$ cat src/rtl/rrsp_pkg.sv
// Shared constants and codes for the round-robin slot pool.
package rrsp_pkg;

    localparam int SLOT_COUNT_DEFAULT = 64;
    localparam int DATA_WIDTH_DEFAULT = 32;

    // Valid bits are held 32 to a word of the bitmap memory
    localparam int MAP_WORD_W = 32;
    localparam int MAP_OFF_W  = 5;

    localparam logic FUNC_PUSH = 1'b0;
    localparam logic FUNC_POP  = 1'b1;

    localparam logic [1:0] STATUS_DONE     = 2'd0;
    localparam logic [1:0] STATUS_NO_ROOM  = 2'd1;
    localparam logic [1:0] STATUS_NOT_RUN  = 2'd2;

endpackage

$ cat src/rtl/rrsp_ram.sv
// Generic simple dual-port RAM with one write port and a registered read port.
module rrsp_ram #(
    parameter int WIDTH = 32,
    parameter int DEPTH = 64,
    localparam int AW = (DEPTH > 1) ? $clog2(DEPTH) : 1
) (
    input  logic             i_clk,
    input  logic             i_we,
    input  logic [AW-1:0]    i_waddr,
    input  logic [WIDTH-1:0] i_wdata,
    input  logic [AW-1:0]    i_raddr,
    output logic [WIDTH-1:0] o_rdata
);

    logic [WIDTH-1:0] r_mem [DEPTH];
    logic [WIDTH-1:0] r_rdata;

    always_ff @(posedge i_clk) begin
        if (i_we) begin
            r_mem[i_waddr] <= i_wdata;
        end
        r_rdata <= r_mem[i_raddr];
    end

    assign o_rdata = r_rdata;

endmodule

$ cat src/rtl/round_robin_slot_pool.sv
// Top level of the round-robin slot pool: search sequencer over bitmap and data memories.
//
// A pool of SLOT_COUNT slots. A push (func 0) stores a value in the first empty slot at or
// after the write pointer, wrapping round, and moves the write pointer just past it; a pop
// (func 1) takes the value from the first full slot at or after the read pointer, empties
// it and moves the read pointer just past it. A transaction is taken when start is high and
// busy is low; its result appears on the o_ result ports for exactly one cycle with
// o_strobe high, and the receiver must take it then, as it cannot stall the block.
// Status 0 is done, 1 is pool full (push) or pool empty (pop), 2 is not running
// (run enable off). Occupancy lives in a bitmap memory of 32-bit words, W = SLOT_COUNT/32
// rounded up words; the search reads one word a cycle, starting with the pointer's word
// and ending with that word again for the bits below the pointer. The found slot's bitmap
// word is written back in the commit state, with the data for a push; a pop then reads the
// data memory in the pop-out state. A refused transaction replies straight from idle, a full
// or empty pool after the last word read. After reset the bitmap is cleared one word a
// cycle, busy staying high until the sweep is done; run enable may be written throughout.
module round_robin_slot_pool #(
    parameter int SLOT_COUNT = rrsp_pkg::SLOT_COUNT_DEFAULT,
    parameter int DATA_WIDTH = rrsp_pkg::DATA_WIDTH_DEFAULT
) (
    input  logic        i_clk,
    input  logic        i_rst_n,
    input  logic        start,
    output logic        busy,
    input  logic        i_func,
    input  logic [31:0] i_push_value,
    input  logic        i_cfg_we,
    input  logic        i_cfg_wdata,
    output logic        o_strobe,
    output logic [1:0]  o_status,
    output logic [31:0] o_pop_value,
    output logic [5:0]  o_slot_used
);

    localparam int MW        = rrsp_pkg::MAP_WORD_W;
    localparam int OW        = rrsp_pkg::MAP_OFF_W;
    localparam int WORDS     = (SLOT_COUNT + MW - 1) / MW;
    localparam int WW        = (WORDS > 1) ? $clog2(WORDS) : 1;
    localparam int SW        = $clog2(SLOT_COUNT);
    localparam int CW        = $clog2(WORDS + 1);
    localparam int LAST_BITS = SLOT_COUNT - (WORDS - 1) * MW;
    // Only the last bitmap word can hold bits past the end of the pool
    localparam logic [MW-1:0] LAST_MASK = {MW{1'b1}} >> (MW - LAST_BITS);

    typedef enum logic [2:0] {
        S_CLEAR,
        S_IDLE,
        S_SCAN,
        S_COMMIT,
        S_POP_OUT
    } t_state;

    t_state                r_state;
    logic                  r_run;
    logic [SW-1:0]         r_wr_ptr;
    logic [SW-1:0]         r_rd_ptr;
    logic                  r_is_pop;
    logic [DATA_WIDTH-1:0] r_data;
    logic [WW-1:0]         r_word;
    logic [OW-1:0]         r_off;
    logic [CW-1:0]         r_step;
    logic [SW-1:0]         r_slot;
    logic [MW-1:0]         r_new_bits;
    logic                  r_strobe;
    logic [1:0]            r_status;
    logic [31:0]           r_pop_value;
    logic [5:0]            r_slot_used;

    // Memory ports
    logic                  bm_we;
    logic [WW-1:0]         bm_raddr;
    logic [MW-1:0]         bm_wdata;
    logic [MW-1:0]         bm_rdata;
    logic                  dt_we;
    logic [DATA_WIDTH-1:0] dt_rdata;

    // Search logic
    logic [SW-1:0]         w_start_ptr;
    logic [WW-1:0]         w_word_next;
    logic [MW-1:0]         w_match;
    logic [MW-1:0]         w_range;
    logic [MW-1:0]         w_upper;
    logic [MW-1:0]         w_cand;
    logic [MW-1:0]         w_onehot;
    logic [OW-1:0]         w_bit;
    logic                  w_found;
    logic                  w_last_step;
    logic [SW-1:0]         w_slot_next;

    assign w_start_ptr = (i_func == rrsp_pkg::FUNC_POP) ? r_rd_ptr : r_wr_ptr;
    assign w_word_next = (r_word == WW'(WORDS - 1)) ? '0 : r_word + 1'b1;
    assign w_last_step = (r_step == CW'(WORDS));
    assign w_slot_next = (r_slot == SW'(SLOT_COUNT - 1)) ? '0 : r_slot + 1'b1;

    always_comb begin
        w_match = r_is_pop ? bm_rdata : ~bm_rdata;
        w_range = (r_word == WW'(WORDS - 1)) ? LAST_MASK : {MW{1'b1}};
        w_upper = {MW{1'b1}} << r_off;
        // First word read covers bits at and above the pointer; the revisit covers the rest
        if (r_step == '0) begin
            w_cand = w_match & w_range & w_upper;
        end else if (w_last_step) begin
            w_cand = w_match & w_range & ~w_upper;
        end else begin
            w_cand = w_match & w_range;
        end
        w_onehot = w_cand & (~w_cand + 1'b1);
        w_found  = |w_cand;
        w_bit    = '0;
        for (int b = 0; b < MW; b++) begin
            if (w_onehot[b]) begin
                w_bit = w_bit | OW'(b);
            end
        end
    end

    // Bitmap: read the start word on acceptance, then walk forward one word a cycle
    always_comb begin
        bm_raddr = (r_state == S_IDLE) ? WW'(w_start_ptr >> OW) : w_word_next;
        bm_we    = (r_state == S_CLEAR) || (r_state == S_COMMIT);
        bm_wdata = (r_state == S_CLEAR) ? '0 : r_new_bits;
    end

    assign dt_we = (r_state == S_COMMIT) && !r_is_pop;

    rrsp_ram #(
        .WIDTH (MW),
        .DEPTH (WORDS)
    ) u_map_ram (
        .i_clk   (i_clk),
        .i_we    (bm_we),
        .i_waddr (r_word),
        .i_wdata (bm_wdata),
        .i_raddr (bm_raddr),
        .o_rdata (bm_rdata)
    );

    rrsp_ram #(
        .WIDTH (DATA_WIDTH),
        .DEPTH (SLOT_COUNT)
    ) u_data_ram (
        .i_clk   (i_clk),
        .i_we    (dt_we),
        .i_waddr (r_slot),
        .i_wdata (r_data),
        .i_raddr (r_slot),
        .o_rdata (dt_rdata)
    );

    always_ff @(posedge i_clk) begin
        if (!i_rst_n) begin
            r_state  <= S_CLEAR;
            r_run    <= 1'b0;
            r_wr_ptr <= '0;
            r_rd_ptr <= '0;
            r_word   <= '0;
            r_strobe <= 1'b0;
        end else begin
            if (i_cfg_we) begin
                r_run <= i_cfg_wdata;
            end
            r_strobe <= 1'b0;
            unique case (r_state)
                S_CLEAR: begin
                    // Sweep the bitmap to empty, one word a cycle
                    if (r_word == WW'(WORDS - 1)) begin
                        r_word  <= '0;
                        r_state <= S_IDLE;
                    end else begin
                        r_word <= r_word + 1'b1;
                    end
                end
                S_IDLE: begin
                    if (start) begin
                        r_is_pop <= (i_func == rrsp_pkg::FUNC_POP);
                        r_data   <= DATA_WIDTH'(i_push_value);
                        if (!r_run) begin
                            r_strobe    <= 1'b1;
                            r_status    <= rrsp_pkg::STATUS_NOT_RUN;
                            r_pop_value <= '0;
                            r_slot_used <= '0;
                        end else begin
                            r_word  <= WW'(w_start_ptr >> OW);
                            r_off   <= OW'(w_start_ptr);
                            r_step  <= '0;
                            r_state <= S_SCAN;
                        end
                    end
                end
                S_SCAN: begin
                    if (w_found) begin
                        // Hold the word; toggle the chosen bit for write-back
                        r_slot     <= SW'({r_word, w_bit});
                        r_new_bits <= bm_rdata ^ w_onehot;
                        r_state    <= S_COMMIT;
                    end else if (w_last_step) begin
                        r_strobe    <= 1'b1;
                        r_status    <= rrsp_pkg::STATUS_NO_ROOM;
                        r_pop_value <= '0;
                        r_slot_used <= '0;
                        r_state     <= S_IDLE;
                    end else begin
                        r_word <= w_word_next;
                        r_step <= r_step + 1'b1;
                    end
                end
                S_COMMIT: begin
                    if (r_is_pop) begin
                        r_rd_ptr <= w_slot_next;
                        r_state  <= S_POP_OUT;
                    end else begin
                        r_wr_ptr    <= w_slot_next;
                        r_strobe    <= 1'b1;
                        r_status    <= rrsp_pkg::STATUS_DONE;
                        r_pop_value <= '0;
                        r_slot_used <= 6'(r_slot);
                        r_state     <= S_IDLE;
                    end
                end
                S_POP_OUT: begin
                    r_strobe    <= 1'b1;
                    r_status    <= rrsp_pkg::STATUS_DONE;
                    r_pop_value <= 32'(dt_rdata);
                    r_slot_used <= 6'(r_slot);
                    r_state     <= S_IDLE;
                end
            endcase
        end
    end

    assign busy        = (r_state != S_IDLE);
    assign o_strobe    = r_strobe;
    assign o_status    = r_status;
    assign o_pop_value = r_pop_value;
    assign o_slot_used = r_slot_used;

endmodule

$ cat config.mk
export PLATFORM = sky130hd
export DESIGN_NAME = round_robin_slot_pool
export DESIGN_NICKNAME = d
export VERILOG_FILES = /design/src/rtl/rrsp_pkg.sv /design/src/rtl/rrsp_ram.sv /design/src/rtl/round_robin_slot_pool.sv
export SDC_FILE = /design/constraint.sdc
export NUM_CORES = 2
export LEC_CHECK = 0
export ABC_AREA = 0
export BUFFER_PORTS_ARGS = -buffer_cell sky130_fd_sc_hd__buf_2
export CAP_MARGIN = 40
export CORE_MARGIN = 1.5
export CORE_UTILIZATION = 60
export CTS_CLUSTER_SIZE = 20
export DETAILED_ROUTE_END_ITERATION = 12
export PLACE_DENSITY_LB_ADDON = 0.05
export SLEW_MARGIN = 10
export SYNTH_ARGS = -nofsm -noshare
export SYNTH_HDL_FRONTEND = slang
export SYNTH_SLANG_ARGS = --single-unit
$ cat constraint.sdc
create_clock -name i_clk -period 10.14 [get_ports i_clk]
set_input_delay 1.014 -clock i_clk [delete_from_list [all_inputs] [get_ports i_clk]]
set_output_delay 1.014 -clock i_clk [all_outputs]
set_load 0.03 [all_outputs]
==> flow_metrics.tcl <==
set metrics [dict create \
    ys_ff_latch 2312 \
    ant_nets 0 \
    dr.pass1.iters 6 \
    cts_hold_buf 0 \
    synthToLayoutAreaGrowth_pct 13.1 \
    n_fill_cell 9094 \
    clock_path_buffers 3 \
    worst_setup_path_start_kind "register" \
    clk_pin_slew_ns 0.07 \
    synthFlopType "edfxtp_1" \
    grt_pass1_wl_um 325000 \
    cp-startpoint "r_step[0]" \
    crit_buf_inv 2 \
    synth_xor_area_share_pct 0.718 \
    final_layout_size_suffix_gt1_share_pct 14.8 \
    post-route-util_pct 68.3 \
    tns_ns 0 \
    setup_violations 0 \
    root_buffer "clkbuf_16" \
    grt_usage_pct 32.1 \
    register_area_um2 68600 \
    drv_slew 0 \
    synth_cell_types 74 \
    setup.worst_path.end_class "register" \
    dieArea_um2 143000 \
    rsz0062_at_grt "no" \
    syn-num-nets 4676 \
    p_per_area_nw_per_um2 204 \
    netlist_instances 4635 \
    drc 0 \
    async_flop_share_pct 0 \
    tightestPinTransition_ns 0.942 \
    drt_wl_total_um 228000 \
    synth_compound_area_share_pct 12.7 \
    numClockSinks 2312 \
    synthSimpleGateAreaFrac_pct 3.00 \
    status "completed" \
    gr-total-overflow 0 \
    die_x_um 378 \
    nets 4859 \
    cp_cell_sequence "inv_1 > ha_1 > nand2b_1 > o311ai_1 > o2111ai_2 > or3_1 > nor4_4 > nand2_2 > nor4_2 > o31a_2 > buf_12" \
    p_leak_nw 29.4 \
    grt_max_degree 131 \
    io_pins 80 \
    final_common_cell "edfxtp_1" \
    syn_area_um2 84200 \
    start_util_pct 60.4 \
    reg2reg_depth 11 \
    antenna_found_initial 14 \
    slowest_stage "or3_1" \
    min_from "i_push_value[6]" \
    period_minus_slack_ns 4.75 \
    critPathRequiredTime_ns 10.65 \
    max_cap_violations 0 \
    htreeDepth 4 \
    min_delay_path_depth 1 \
    crit_fanout 38 \
    cts_tree "built" \
    r2r_start "r_step[0]" \
    place.gp.congestion 0.869 \
    ir_drop_mv 0.240 \
    die_h_um 378 \
    final_cell_mix "edfxtp_1, a22oi_1, clkbuf_16, a221oi_1, a22o_1" \
    wl_per_cell_um 33.1 \
    synth_top_family_by_area "compound AO/OA/AOI/OAI gates" \
    cts_buffers 219 \
    max-slew-margin-rel_pct 37.2 \
    place.detailed.hpwl_um 122000 \
    syn_area_per_cell_um2 18.2 \
    numPortBuffers 79 \
    cts_resized 0 \
    fin_worst_skew_ns 0.0350 \
    drt_iter0_markers 6679 \
    clk_latency_ns 0.84 \
    reg2reg_to "o_pop_value[25]" \
    ys_warn_count 0 \
    vias 47467 \
    synth_seq_area_share_pct 81.5 \
    critPathKind "reg -> reg" \
    crit_family "simple AND/OR/NAND/NOR gates" \
    first_global_vias 45082 \
    cts_setup_buffers 0 \
    max_stage_delay_ns 0.61 \
    rrSetupSlack_ns 5.39 \
    multiInputGateArea_um2 15000 \
    finalHoldViolCount 0 \
    synth-edff-count 2230 \
    vias_per_cell 6.90 \
    yosys-mux-area-fraction_pct 0.614 \
    hold_class "in -> reg" \
    max_clock_freq_ghz 0.210 \
    core_um2 139000 \
    crit_arrival_ns 5.26 \
    rows 137 \
    synth_adder_area_share_pct 0.0446 \
    min_to "r_data[6]" \
    finalCritPeriodShare_pct 46.9 \
]
-- where the power goes --
group | internal, mW | leakage (nW) | switching, mW
Combinational | 0.218 | 5.07 | 0.407
Sequential | 10.6 | 20.8 | 0.0823
Clock | 4.71 | 3.51 | 3.44
Total | 15.5 | 29.4 | 3.93
-- kinds of logic after synthesis --
logic type,after synthesis
multiplexers,47
XOR/XNOR,69
flip-flops,2312
AO/OA/AOI/OAI,1408
AND/OR/NAND/NOR,471
adder cells (fa/ha/maj),3
buffers and inverters,325
-- routing by layer --
metal  vias up  GRT usage, %  wire (µm)
li1      19797             -          -
met1     24350          48.2      92800
met2      2988          48.9     105000
met3       326          6.43      25700
met4         6          7.70       4520
met5         -             0         41
-- worst max path at each step --
stage	slack, ns	endpoint	cells past startpoint
detailed placement	5.49	o_pop_value[15]	11
finish	5.39	o_pop_value[25]	11
global placement	5.10	o_pop_value[4]	10
CTS	5.44	o_pop_value[13]	11
floorplan	4.49	u_data_ram.r_mem[41][0]	7
global route	5.10	o_pop_value[13]	11
-- through the flow --
stage | total power [mW] | instance area [µm²] | worst slack (ns) | hold slack (ns) | cells
CTS | 19.5 | 95200 | 5.44 | 0.292 | 6880
finish | 19.5 | 95200 | 5.39 | 0.343 | 6884
global route | 19.9 | 95200 | 5.10 | 0.313 | 6883
detailed placement | 11.5 | 88000 | 5.49 | 0.442 | 6470
floorplan | 11.3 | 84200 | 4.49 | 0.419 | 4635
global placement | 11.5 | 87800 | 5.10 | 0.430 | 6449
-- sequential cells by signal, indices dropped and copies added, names as in the netlist, 2 cells and up --
register,count
o_pop_value,32
o_slot_used,6
o_status,2
r_data,32
r_new_bits,32
r_off,5
r_rd_ptr,6
r_slot,6
r_state,3
r_step,2
r_wr_ptr,6
u_data_ram.o_rdata,32
u_data_ram.r_mem,2048
u_map_ram.o_rdata,32
u_map_ram.r_mem,64
-- final cells by class --
type,count,area share (%)
diodes,1,0.00263
clock buffers,305,6.37
repair buffers,272,2.08
inverters,15,0.0591
clock inverters,105,1.19
well taps,1876,2.47
flip-flops and latches,2312,72.1
multi-input cells,1998,15.8
-- synth_stat cells (14+ instances only) --
cell type,count,area share (%)
nand3_1,42,0.25
a22oi_1,624,5.6
dfxtp_1,82,1.9
inv_1,14,0.062
a31oi_1,200,1.5
buf_1,57,0.25
a21oi_1,84,0.50
xor2_1,30,0.31
edfxtp_1,2230,80
nand4_1,65,0.48
xnor2_1,39,0.41
mux2_2,37,0.49
a221oi_1,203,2.1
o21ai_0,19,0.11
nor2_1,104,0.46
nor4_1,35,0.26
and2_1,49,0.36
a22o_1,202,2.1
nor2b_1,39,0.29
nor3_1,20,0.12
nand2_1,65,0.29
clkbuf_1,241,1.1
-- worst reg2reg max path: cells and delay by family, from the launching register on --
family | cells | cell delay, ns
simple gates | 5 | 2.21
buf+inv | 2 | 0.32
flops | 1 | 0.38
compound gates | 3 | 1.00
fa+ha+maj | 1 | 0.50
No activity file was read; power rests on OpenSTA's default activity.
